<file path="config.mk">
export PLATFORM = sky130hd
export DESIGN_NAME = ax25_header_to_text_line
export DESIGN_NICKNAME = d
export VERILOG_FILES = /design/src/hw/rtl/ax25t_pkg.sv /design/src/hw/rtl/ax25t_front.sv /design/src/hw/rtl/ax25t_back.sv /design/src/hw/rtl/ax25_header_to_text_line.sv
export SDC_FILE = /design/constraint.sdc
export NUM_CORES = 1
export LEC_CHECK = 0
export BUFFER_PORTS_ARGS = -buffer_cell sky130_fd_sc_hd__buf_2
export CAP_MARGIN = 25
export CORE_MARGIN = 2
export CORE_UTILIZATION = 55
export DETAILED_ROUTE_END_ITERATION = 12
export PLACE_DENSITY = 0.75
export SETUP_SLACK_MARGIN = 0.4
export SLEW_MARGIN = 20
export SYNTH_ARGS = -nofsm -noshare
export SYNTH_HDL_FRONTEND = slang
export SYNTH_SLANG_ARGS = --single-unit
</file>
<file path="constraint.sdc">
create_clock -name aclk -period 3.8 [get_ports aclk]
set_input_delay 0.38 -clock aclk [delete_from_list [all_inputs] [get_ports aclk]]
set_output_delay 0.38 -clock aclk [all_outputs]
set_load 0.005 [all_outputs]
</file>
<file path="src/hw/rtl/ax25t_pkg.sv">
// ----------------------------------------------------------------------------
// ax25t_pkg: shared types and constants for the AX.25 header-to-text block
// Holds the command record passed from the front parser to the text emitter.
// ----------------------------------------------------------------------------
package ax25t_pkg;

    localparam int MAX_LINE  = 190;
    localparam int MAX_DIGIS = 8;
    localparam int QDEPTH    = 4;
    localparam int QAW       = $clog2(QDEPTH);

    typedef enum logic [2:0] {
        PH_DEST = 3'd0,
        PH_SRC  = 3'd1,
        PH_DIGI = 3'd2,
        PH_CTRL = 3'd3,
        PH_PID  = 3'd4,
        PH_INFO = 3'd5
    } phase_t;

    // Emitter micro-steps
    typedef enum logic [4:0] {
        ST_IDLE,
        ST_CALL,     // source/digi callsign byte
        ST_SSID,     // "-n" of a byte's ssid
        ST_GT,
        ST_DCALL,    // destination callsign bytes 0..5
        ST_DSSID,
        ST_COMMA,
        ST_STAR,
        ST_HOWN,     // ",OWN-n*" start
        ST_OCALL,
        ST_OSSID,
        ST_OSTAR,
        ST_COLON,
        ST_INFO,
        ST_TILDE,
        ST_CR,
        ST_LF,
        ST_NUL,
        ST_FIN
    } est_t;

    // One command per accepted byte
    typedef struct packed {
        logic [7:0] b;
        logic [2:0] phase;  // phase the byte was processed in
        logic [2:0] pos;    // byte position within field
        logic       hdr_end;
        logic       fend;
        logic [55:0] dest;  // destination snapshot, byte 0 lowest
    } cmd_t;

    localparam int CMD_W = $bits(cmd_t);

endpackage

</file>
<file path="src/hw/rtl/ax25t_front.sv">
// ----------------------------------------------------------------------------
// ax25t_front: frame byte parser
// Tracks the address field structure and queues one command per byte.
// ----------------------------------------------------------------------------
module ax25t_front import ax25t_pkg::*; (
    input  logic       aclk,
    input  logic       aresetn,
    input  logic       in_valid,
    output logic       in_ready,
    input  logic [7:0] in_byte,
    input  logic       in_end,
    output logic       cmd_valid,
    input  logic       cmd_ready,
    output cmd_t       cmd
);

    phase_t      phase_reg, phase_next;
    logic [2:0]  pos_reg, pos_next;
    logic [3:0]  digi_reg, digi_next;
    logic [7:0]  dest_reg [7];
    cmd_t        q_mem [QDEPTH];
    logic [QAW-1:0] wp_reg, rp_reg;
    logic [QAW:0]   cnt_reg;
    logic        push, pop;
    cmd_t        c;

    assign in_ready  = (cnt_reg != QAW'(0) + (QAW+1)'(QDEPTH)) ;
    assign push      = in_valid && in_ready;
    assign cmd_valid = (cnt_reg != '0);
    assign pop       = cmd_valid && cmd_ready;
    assign cmd       = q_mem[rp_reg];

    // Classify the byte and compute next parse state
    always_comb begin
        phase_next = phase_reg;
        pos_next   = pos_reg;
        digi_next  = digi_reg;
        c.b        = in_byte;
        c.phase    = phase_reg;
        c.pos      = pos_reg;
        c.hdr_end  = 1'b0;
        c.fend     = in_end;
        c.dest     = {dest_reg[6], dest_reg[5], dest_reg[4], dest_reg[3],
                      dest_reg[2], dest_reg[1], dest_reg[0]};
        case (phase_reg)
            PH_DEST: begin
                if (pos_reg == 3'd6) begin
                    pos_next = '0; phase_next = PH_SRC;
                end else pos_next = pos_reg + 3'd1;
            end
            PH_SRC: begin
                if (pos_reg != 3'd6) pos_next = pos_reg + 3'd1;
                else begin
                    pos_next = '0;
                    if (in_byte[0]) begin
                        c.hdr_end = 1'b1; phase_next = PH_CTRL;
                    end else phase_next = PH_DIGI;
                end
            end
            PH_DIGI: begin
                if (pos_reg != 3'd6) pos_next = pos_reg + 3'd1;
                else begin
                    pos_next  = '0;
                    digi_next = digi_reg + 4'd1;
                    if (in_byte[0] || (digi_next >= 4'(MAX_DIGIS))) begin
                        c.hdr_end = 1'b1; phase_next = PH_CTRL;
                    end
                end
            end
            PH_CTRL: phase_next = PH_PID;
            PH_PID:  phase_next = PH_INFO;
            default: ;
        endcase
        if (in_end) begin
            phase_next = PH_DEST; pos_next = '0; digi_next = '0;
        end
    end

    // Advance parse state and queue pointers
    always_ff @(posedge aclk) begin
        if (!aresetn) begin
            phase_reg <= PH_DEST;
            pos_reg   <= '0;
            digi_reg  <= '0;
            wp_reg    <= '0;
            rp_reg    <= '0;
            cnt_reg   <= '0;
        end else begin
            if (push) begin
                phase_reg <= phase_next;
                pos_reg   <= pos_next;
                digi_reg  <= digi_next;
                wp_reg    <= wp_reg + QAW'(1);
            end
            if (pop) rp_reg <= rp_reg + QAW'(1);
            cnt_reg <= cnt_reg + (QAW+1)'(push) - (QAW+1)'(pop);
        end
    end

    // Hold destination bytes and queue entries
    always_ff @(posedge aclk) begin
        if (push) begin
            q_mem[wp_reg] <= c;
            if (phase_reg == PH_DEST) dest_reg[pos_reg] <= in_byte;
        end
    end

endmodule

</file>
<file path="src/hw/rtl/ax25t_back.sv">
// ----------------------------------------------------------------------------
// ax25t_back: text emitter
// Expands each queued command into characters, one per cycle while the output is free.
// ----------------------------------------------------------------------------
module ax25t_back import ax25t_pkg::*; (
    input  logic        aclk,
    input  logic        aresetn,
    input  logic        cmd_valid,
    output logic        cmd_ready,
    input  cmd_t        cmd,
    input  logic        insert_mode,
    input  logic        insert_enable,
    input  logic [47:0] own_call,
    input  logic [3:0]  own_ssid,
    output logic        out_valid,
    input  logic        out_ready,
    output logic [7:0]  out_char,
    output logic        out_last,
    output logic        out_done
);

    est_t        st_reg, st_next;
    cmd_t        c_reg;
    logic [2:0]  idx_reg, idx_next;   // byte index in dest/own call
    logic [1:0]  dig_reg, dig_next;   // ssid sub-step: 0 '-', 1 tens, 2 units
    logic [7:0]  cnt_reg, cnt_next;
    logic        trunc_reg, trunc_next;
    logic [7:0]  prev_reg, prev_next;
    logic        ov_reg;
    logic [7:0]  oc_reg, oc_next;
    logic        ol_reg, od_reg, ol_next, od_next;
    logic        emit, can, take;
    logic [3:0]  sv;
    logic [7:0]  dch, och, ch;
    logic        skip;

    // Output register frees when consumed
    assign can       = !ov_reg || out_ready;
    assign cmd_ready = (st_reg == ST_IDLE) && can;
    assign take      = cmd_valid && cmd_ready;
    assign out_valid = ov_reg;
    assign out_char  = oc_reg;
    assign out_last  = ol_reg;
    assign out_done  = od_reg;

    // Select the ssid and call bytes for the current step
    always_comb begin
        dch = c_reg.dest[8*idx_reg +: 8];
        och = own_call[8*(3'd5 - idx_reg) +: 8];
        case (st_reg)
            ST_DSSID: sv = c_reg.dest[52:49];
            ST_OSSID: sv = own_ssid;
            default:  sv = c_reg.b[4:1];
        endcase
    end

    // Sequence one character per cycle while the output register is free
    always_comb begin
        st_next = st_reg; idx_next = idx_reg; dig_next = dig_reg;
        cnt_next = cnt_reg; trunc_next = trunc_reg; prev_next = prev_reg;
        emit = 1'b0; ch = 8'd0; od_next = 1'b0; skip = 1'b0;
        oc_next = oc_reg; ol_next = 1'b0;
        if (st_reg == ST_IDLE) begin
            if (take) begin
                idx_next = '0; dig_next = '0;
                case (cmd.phase)
                    3'(PH_SRC):  st_next = (cmd.pos == 3'd6) ? ST_SSID : ST_CALL;
                    3'(PH_DIGI): st_next = (cmd.pos == 3'd0) ? ST_COMMA :
                                           (cmd.pos == 3'd6) ? ST_SSID : ST_CALL;
                    3'(PH_INFO): st_next = trunc_reg ? ST_FIN : ST_INFO;
                    default:     st_next = ST_FIN;
                endcase
            end
        end else if (can) begin
            case (st_reg)
                ST_COMMA: begin emit = 1'b1; ch = 8'h2C; st_next = ST_CALL; end
                ST_CALL: begin
                    ch = {1'b0, c_reg.b[7:1]}; emit = (ch != 8'h20);
                    st_next = ST_FIN;
                end
                ST_SSID, ST_DSSID, ST_OSSID: begin
                    if (sv == 4'd0) skip = 1'b1;
                    else if (dig_reg == 2'd0) begin
                        emit = 1'b1; ch = 8'h2D; dig_next = (sv >= 4'd10) ? 2'd1 : 2'd2;
                    end else if (dig_reg == 2'd1) begin
                        emit = 1'b1; ch = 8'h31; dig_next = 2'd2;
                    end else begin
                        emit = 1'b1; skip = 1'b1;
                        ch = 8'h30 + 8'((sv >= 4'd10) ? sv - 4'd10 : sv);
                    end
                    if (skip) begin
                        dig_next = '0;
                        case (st_reg)
                            ST_DSSID: st_next = c_reg.hdr_end ? ST_HOWN : ST_FIN;
                            ST_OSSID: st_next = ST_OSTAR;
                            default: begin
                                if (c_reg.phase == 3'(PH_SRC)) st_next = ST_GT;
                                else if (c_reg.b[7]) st_next = ST_STAR;
                                else st_next = c_reg.hdr_end ? ST_HOWN : ST_FIN;
                            end
                        endcase
                    end
                end
                ST_STAR: begin
                    emit = 1'b1; ch = 8'h2A;
                    st_next = c_reg.hdr_end ? ST_HOWN : ST_FIN;
                end
                ST_GT: begin emit = 1'b1; ch = 8'h3E; st_next = ST_DCALL; end
                ST_DCALL: begin
                    ch = {1'b0, dch[7:1]}; emit = (ch != 8'h20);
                    idx_next = idx_reg + 3'd1;
                    if (idx_reg == 3'd5) begin idx_next = '0; st_next = ST_DSSID; end
                end
                ST_HOWN: begin
                    if (insert_mode && insert_enable) begin
                        emit = 1'b1; ch = 8'h2C; st_next = ST_OCALL; idx_next = '0;
                    end else st_next = ST_COLON;
                end
                ST_OCALL: begin
                    if (och == 8'd0) st_next = ST_OSSID;
                    else begin
                        emit = 1'b1; ch = och; idx_next = idx_reg + 3'd1;
                        if (idx_reg == 3'd5) st_next = ST_OSSID;
                    end
                end
                ST_OSTAR: begin emit = 1'b1; ch = 8'h2A; st_next = ST_COLON; end
                ST_COLON: begin emit = 1'b1; ch = 8'h3A; st_next = ST_FIN; end
                ST_INFO: begin
                    emit = 1'b1; ch = c_reg.b;
                    st_next = (cnt_reg == 8'd255 || cnt_reg + 8'd1 > 8'(MAX_LINE))
                              ? ST_TILDE : ST_FIN;
                end
                ST_TILDE: begin
                    emit = 1'b1; ch = 8'h7E; trunc_next = 1'b1; st_next = ST_FIN;
                end
                ST_CR: begin emit = 1'b1; ch = 8'h0D; st_next = ST_LF; end
                ST_LF: begin emit = 1'b1; ch = 8'h0A; st_next = ST_NUL; end
                ST_NUL: begin
                    emit = 1'b1; ch = 8'h00; od_next = 1'b1; ol_next = 1'b1;
                    st_next = ST_IDLE;
                    cnt_next = '0; trunc_next = 1'b0; prev_next = '0;
                end
                ST_FIN: begin
                    if (c_reg.fend) st_next = (prev_reg == 8'h0D) ? ST_LF : ST_CR;
                    else st_next = ST_IDLE;
                end
                default: st_next = ST_IDLE;
            endcase
            if (emit && st_reg != ST_NUL) begin
                prev_next = ch;
                if (cnt_reg != 8'd255) cnt_next = cnt_reg + 8'd1;
            end
            if (emit) oc_next = ch;
        end
    end

    // Find which destination steps still print something
    logic [5:0] dblank, dmore;
    logic       dquiet;
    always_comb begin
        for (int j = 0; j < 6; j++) dblank[j] = (c_reg.dest[8*j+1 +: 7] == 7'h20);
        dmore  = ~dblank & (6'h3E << idx_reg);
        dquiet = (c_reg.dest[52:49] == 4'd0) && !c_reg.hdr_end;
    end

    // Mark the last character of this byte when no more follow
    logic last_here;
    always_comb begin
        last_here = ol_next;
        if (emit && !c_reg.fend) begin
            if (st_next == ST_FIN) last_here = 1'b1;
            // comma before a dropped space
            if (st_reg == ST_COMMA && c_reg.b[7:1] == 7'h20) last_here = 1'b1;
            // destination rest is blank with no ssid and no header end
            if (st_reg == ST_GT && dquiet && dblank == 6'h3F) last_here = 1'b1;
            if (st_reg == ST_DCALL && dquiet && dmore == 6'd0) last_here = 1'b1;
        end
    end

    // Hold state and output register
    always_ff @(posedge aclk) begin
        if (!aresetn) begin
            st_reg    <= ST_IDLE;
            cnt_reg   <= '0;
            trunc_reg <= 1'b0;
            prev_reg  <= '0;
            ov_reg    <= 1'b0;
            idx_reg   <= '0;
            dig_reg   <= '0;
        end else begin
            if (st_reg == ST_IDLE || can) begin
                st_reg    <= st_next;
                cnt_reg   <= cnt_next;
                trunc_reg <= trunc_next;
                prev_reg  <= prev_next;
                idx_reg   <= idx_next;
                dig_reg   <= dig_next;
            end
            if (can) ov_reg <= emit && (st_reg != ST_IDLE);
        end
    end

    always_ff @(posedge aclk) begin
        if (take) c_reg <= cmd;
        if (can && emit && st_reg != ST_IDLE) begin
            oc_reg <= oc_next;
            ol_reg <= last_here;
            od_reg <= od_next;
        end
    end

endmodule

</file>
<file path="src/hw/rtl/ax25_header_to_text_line.sv">
// ----------------------------------------------------------------------------
// ax25_header_to_text_line: AX.25 UI frame to monitor text line
// Top level: configuration registers, parser front, queue, text emitter.
// ----------------------------------------------------------------------------
// Feed frame bytes in order on s_; the line "SRC>DST,DIGI*,...:info\r\n" and
// a 0x00 terminator come out on m_, at most one character per cycle. The
// parser classifies a byte in the cycle it is accepted and queues it in a
// 4-entry command queue, so input bytes can transfer back to back until the
// queue is full. The emitter takes a command while idle, then steps once per
// character, once per step that prints nothing (a dropped space, a zero
// SSID, a header end without own call) and once in a closing step; output
// stalls hold it. tlast marks the final character of a byte's run, tuser
// marks the terminating zero.
module ax25_header_to_text_line import ax25t_pkg::*; (
    input  logic        aclk,
    input  logic        aresetn,
    input  logic        cfg_we,
    input  logic [1:0]  cfg_index,
    input  logic [47:0] cfg_data,
    input  logic        s_tvalid,
    output logic        s_tready,
    input  logic [7:0]  s_tdata,   // frame_byte
    input  logic        s_tlast,   // frame_end
    output logic        m_tvalid,
    input  logic        m_tready,
    output logic [7:0]  m_tdata,   // text_char
    output logic        m_tlast,   // run_last
    output logic        m_tuser    // line_done
);

    localparam logic [1:0] R_MODE = 2'd0, R_EN = 2'd1, R_CALL = 2'd2, R_SSID = 2'd3;

    logic        mode_reg, en_reg;
    logic [47:0] call_reg;
    logic [3:0]  ssid_reg;
    logic        cv, cr;
    cmd_t        cmd;

    // Write configuration
    always_ff @(posedge aclk) begin
        if (!aresetn) begin
            mode_reg <= 1'b0; en_reg <= 1'b0; call_reg <= '0; ssid_reg <= '0;
        end else if (cfg_we) begin
            case (cfg_index)
                R_MODE:  mode_reg <= cfg_data[0];
                R_EN:    en_reg   <= cfg_data[0];
                R_CALL:  call_reg <= cfg_data;
                R_SSID:  ssid_reg <= cfg_data[3:0];
                default: ;
            endcase
        end
    end

    ax25t_front u_front (
        .aclk, .aresetn,
        .in_valid(s_tvalid), .in_ready(s_tready),
        .in_byte(s_tdata), .in_end(s_tlast),
        .cmd_valid(cv), .cmd_ready(cr), .cmd(cmd)
    );

    ax25t_back u_back (
        .aclk, .aresetn,
        .cmd_valid(cv), .cmd_ready(cr), .cmd(cmd),
        .insert_mode(mode_reg), .insert_enable(en_reg),
        .own_call(call_reg), .own_ssid(ssid_reg),
        .out_valid(m_tvalid), .out_ready(m_tready),
        .out_char(m_tdata), .out_last(m_tlast), .out_done(m_tuser)
    );

endmodule

</file>
==> impl_metrics.csv <==
group,metric,value,unit
setup_path,cp-end-kind,"flop",
global_route,grt_pass1_vias,12300,
power_and_ir_drop,ir_drop,534,uV
synthesis,synthTopCellsByArea,"edfxtp_1 (58%), dfxtp_1 (10%), mux4_2 (8.2%)",
outcome,status,"finished, final reports clean",
final_layout,final-seq-area,13500,um^2
sta,tns,0,ns
synthesis,synthCells,1382,
final_layout,nets,1563,
sta,max_freq,314,MHz
power_and_ir_drop,combPwrFrac,25.5,%
sta,worst_pin_slew,0.946,ns
placed_design,port_buffers,75,
power_and_ir_drop,power.net_switching,0.00509,W
detailed_routing,route.detailed.drc,0,
flow_run,maxCapViolCount,0,
synthesis,yosys.area.top_type_share,57.8,%
sta,fin_crit,3.18,ns
floorplanning,num_rows,69,
synthesis,synthFlopType,"edfxtp_1",
final_layout,fin_util,63.2,%
placed_design,dpl.hpwl,30600,um
final_layout,nFillCells,2493,
sta,max_slew_margin,36.7,%
final_layout,multiInputGateArea,5990,um^2
worst_hold_path,hold_path_depth,3,
clock_network,htreeDepth,2,
clock_network,cts_sinks,482,
setup_path,arrival,3.63,ns
setup_path,path_max_fanout,10,
clock_network,clk_path_buf_depth,3,
detailed_routing,vias,12400,
sta,finalHoldViolations,0,
setup_path,r2r-end,"u_back.prev_reg[2]",
synthesis,synthesis.area,19800,um^2
setup_path,r2r_start,"u_back.st_reg[2]",
floorplanning,die_x,194,um
detailed_routing,avgRoutedWirePerCell,24.0,um
sta,fin_crit_sh,83.8,%
floorplanning,die_area,37500,um^2
synthesis,synth_area_per_cell,14.3,um^2
setup_path,crit_type,"flop to flop",
worst_hold_path,min_from,"cfg_data[12]",
sta,slew_violations,0,
final_layout,area_growth,13.3,%
synthesis,synth-edff-count,381,
setup_path,critPathRequiredTime,4.24,ns
power_and_ir_drop,p_leak,7.41,nW
sta,skew,0.0172,ns
worst_hold_path,hp-class,"primary input to flop",
synthesis,yosysTopAreaCell,"edfxtp_1",
setup_path,r2r_slack,0.62,ns
power_and_ir_drop,clkPwrFrac,28.1,%
synthesis,ys_warn_count,0,
clock_network,cts-buffers-inserted,48,
final_layout,largest_reg_flops,260,
detailed_routing,vias_per_cell,6.27,
setup_path,critPathMaxStageDelay,0.56,ns
floorplanning,boundaryPins,76,
clock_network,cts_setup_buffers,0,
global_route,grt-ovfl-total,0,
clock_network,clk_pin_slew,0.06,ns
detailed_routing,finalWirelength,47500,um
sta,rsz0062_at_grt,"false",
global_route,antenna_found_initial,0,
power_and_ir_drop,intPower,0.0111,W
clock_network,cts_tree,"yes",
global_route,grt_max_degree,49,
placed_design,dpl_cell_area,20900,um^2
floorplanning,die_h,194,um
sta,holdWs,0.0294,ns
floorplanning,fp.coreArea,35500,um^2
setup_path,slowest_stage,"or4_1",
worst_hold_path,hold_path_end,"call_reg[12]",
final_layout,postLayoutCellArea,22400,um^2
setup_path,r2r.worst_path.cells,13,
sta,setup_viol,0,
detailed_routing,ant_nets,0,
global_route,grt_use_total,25.6,%
final_layout,layout_commonest_cell,"edfxtp_1",
final_layout,layout_common_cells,"edfxtp_1 (381), nand2_1 (160), a21oi_1 (107), dfxtp_1 (93), nor2_1 (83)",
synthesis,synth-seq-area-share,68.0,%
synthesis,synthesis.nets,1464,
global_route,grt_pass1_wl,73300,um
power_and_ir_drop,p_per_area,720,nW/um^2
floorplanning,initial_core_util,55.8,%
final_layout,diodes,0,
power_and_ir_drop,power_switching_share,31.5,%
final_layout,drive_gt1_share,20.1,%
detailed_routing,firstDrtPassIters,5,
synthesis,synthArstFlopShare,0,%
synthesis,synth_cell_types,80,
sta,fin_ws,0.616,ns
clock_network,clkLatencyLatePin,0.60,ns
power_and_ir_drop,seq_power_share,46.4,%
setup_path,path_cells,"buf_4 -> and4bb_1 -> o21ai_2 -> a222oi_1 -> ha_1 -> inv_1 -> ha_1 -> mux2i_1 -> nand2_1 -> a31oi_1 -> or4_1 -> mux2i_1 -> nor2_1",
placed_design,gp_congestion,0.964,
placed_design,dp_slack,0.548,ns
detailed_routing,drt_iter0_drc,1233,
clock_network,clock-root-buffer,"clkbuf_16",
setup_path,worstSetupStartpointType,"flop",
synthesis,ys_ff_latch,482,
[layout make-up]
| class | count | share of cell area [%] |
|---|---|---|
| multi-input combinational | 802 | 26.7 |
| clock inverter | 15 | 0.574 |
| timing repair buffer | 121 | 3.49 |
| inverter | 26 | 0.452 |
| sequential | 482 | 60.1 |
| tap | 461 | 2.57 |
| clock buffer | 69 | 6.16 |
[repair_timing]
item                       4_1_cts  5_1_grt
hold buffers                     0        0
resized for setup                0        5
setup endpoints to repair        0        3
[cell usage after synthesis (6+ instances only)]
cell	count
edfxtp_1	381
nand2_1	160
a21oi_1	107
dfxtp_1	101
nor2_1	85
mux4_2	72
clkbuf_1	49
mux2i_1	47
o21ai_0	42
inv_1	23
nand3_1	22
nor3_1	21
ha_1	17
nand2b_1	17
nor2b_1	13
nand4_1	11
buf_1	10
nor4_1	10
a221oi_1	9
a31oi_1	9
buf_2	9
or2_2	9
a22oi_1	8
and3_1	8
nand3b_1	8
o21bai_1	8
a211oi_1	7
o211ai_1	7
or3_1	7
nand4b_1	6
[power groups by stage]
| stage | logic (W) | registers, W | clock network (W) |
|---|---|---|---|
| floorplan | 0.00285 | 0.00720 | 0 |
| global placement | 0.00402 | 0.00751 | 0 |
| finish | 0.00412 | 0.00749 | 0.00454 |
| CTS | 0.00411 | 0.00747 | 0.00461 |
| global route | 0.00444 | 0.00755 | 0.00481 |
| detailed placement | 0.00406 | 0.00755 | 0 |
[cells by family after synthesis]
kind of cell / after synthesis / synth area share, %
AOI/OAI and AO/OA: 248 / 7.86
xor gates and xnor gates: 9 / 0.398
adders and majority gates: 18 / 1.17
buffers and inverters: 98 / 2.01
DFF: 482 / 68.0
muxes: 122 / 10.7
and+or+nand+nor: 405 / 9.86
[stage by stage]
stage | total power [W] | std cells
detailed placement | 0.0116 | 1891
floorplan | 0.0100 | 1382
CTS | 0.0162 | 1975
global route | 0.0168 | 1976
global placement | 0.0115 | 1891
finish | 0.0162 | 1976
[worst max-delay path by stage]
stage                       startpoint                  to  slack [ns]  depth (start not counted)
floorplan           u_front.cnt_reg[1]  u_front.cnt_reg[2]        0.38                         11
global placement      u_back.st_reg[3]  u_back.prev_reg[2]        0.56                         14
detailed placement    u_back.st_reg[3]  u_back.prev_reg[2]        0.55                         14
CTS                   u_back.st_reg[3]  u_back.prev_reg[2]        0.53                         14
global route          u_back.st_reg[2]  u_back.prev_reg[2]        0.42                         13
finish                u_back.st_reg[2]  u_back.prev_reg[2]        0.62                         13
[critical path, delay by kind of cell, from the launching register on]
kind | cells | cell delay [ns]
fa+ha+maj | 2 | 0.48
mux | 2 | 0.30
simple gates | 4 | 1.03
flops | 1 | 0.33
compound gates | 3 | 0.68
buf+inv | 2 | 0.23
[per-layer routing]
metal  global-route usage [%]  part of all wire [%]  vias up  wire length [um]
met2                     42.6                    49      587             23500
met1                     34.4                    41     6209             19300
met5                        0                     0        -                 0
met3                     4.24                   6.8      110              3220
li1                         -                     -     5491                 -
met4                     9.02                   3.1        0              1490
No activity file was read; power rests on OpenSTA's default activity.
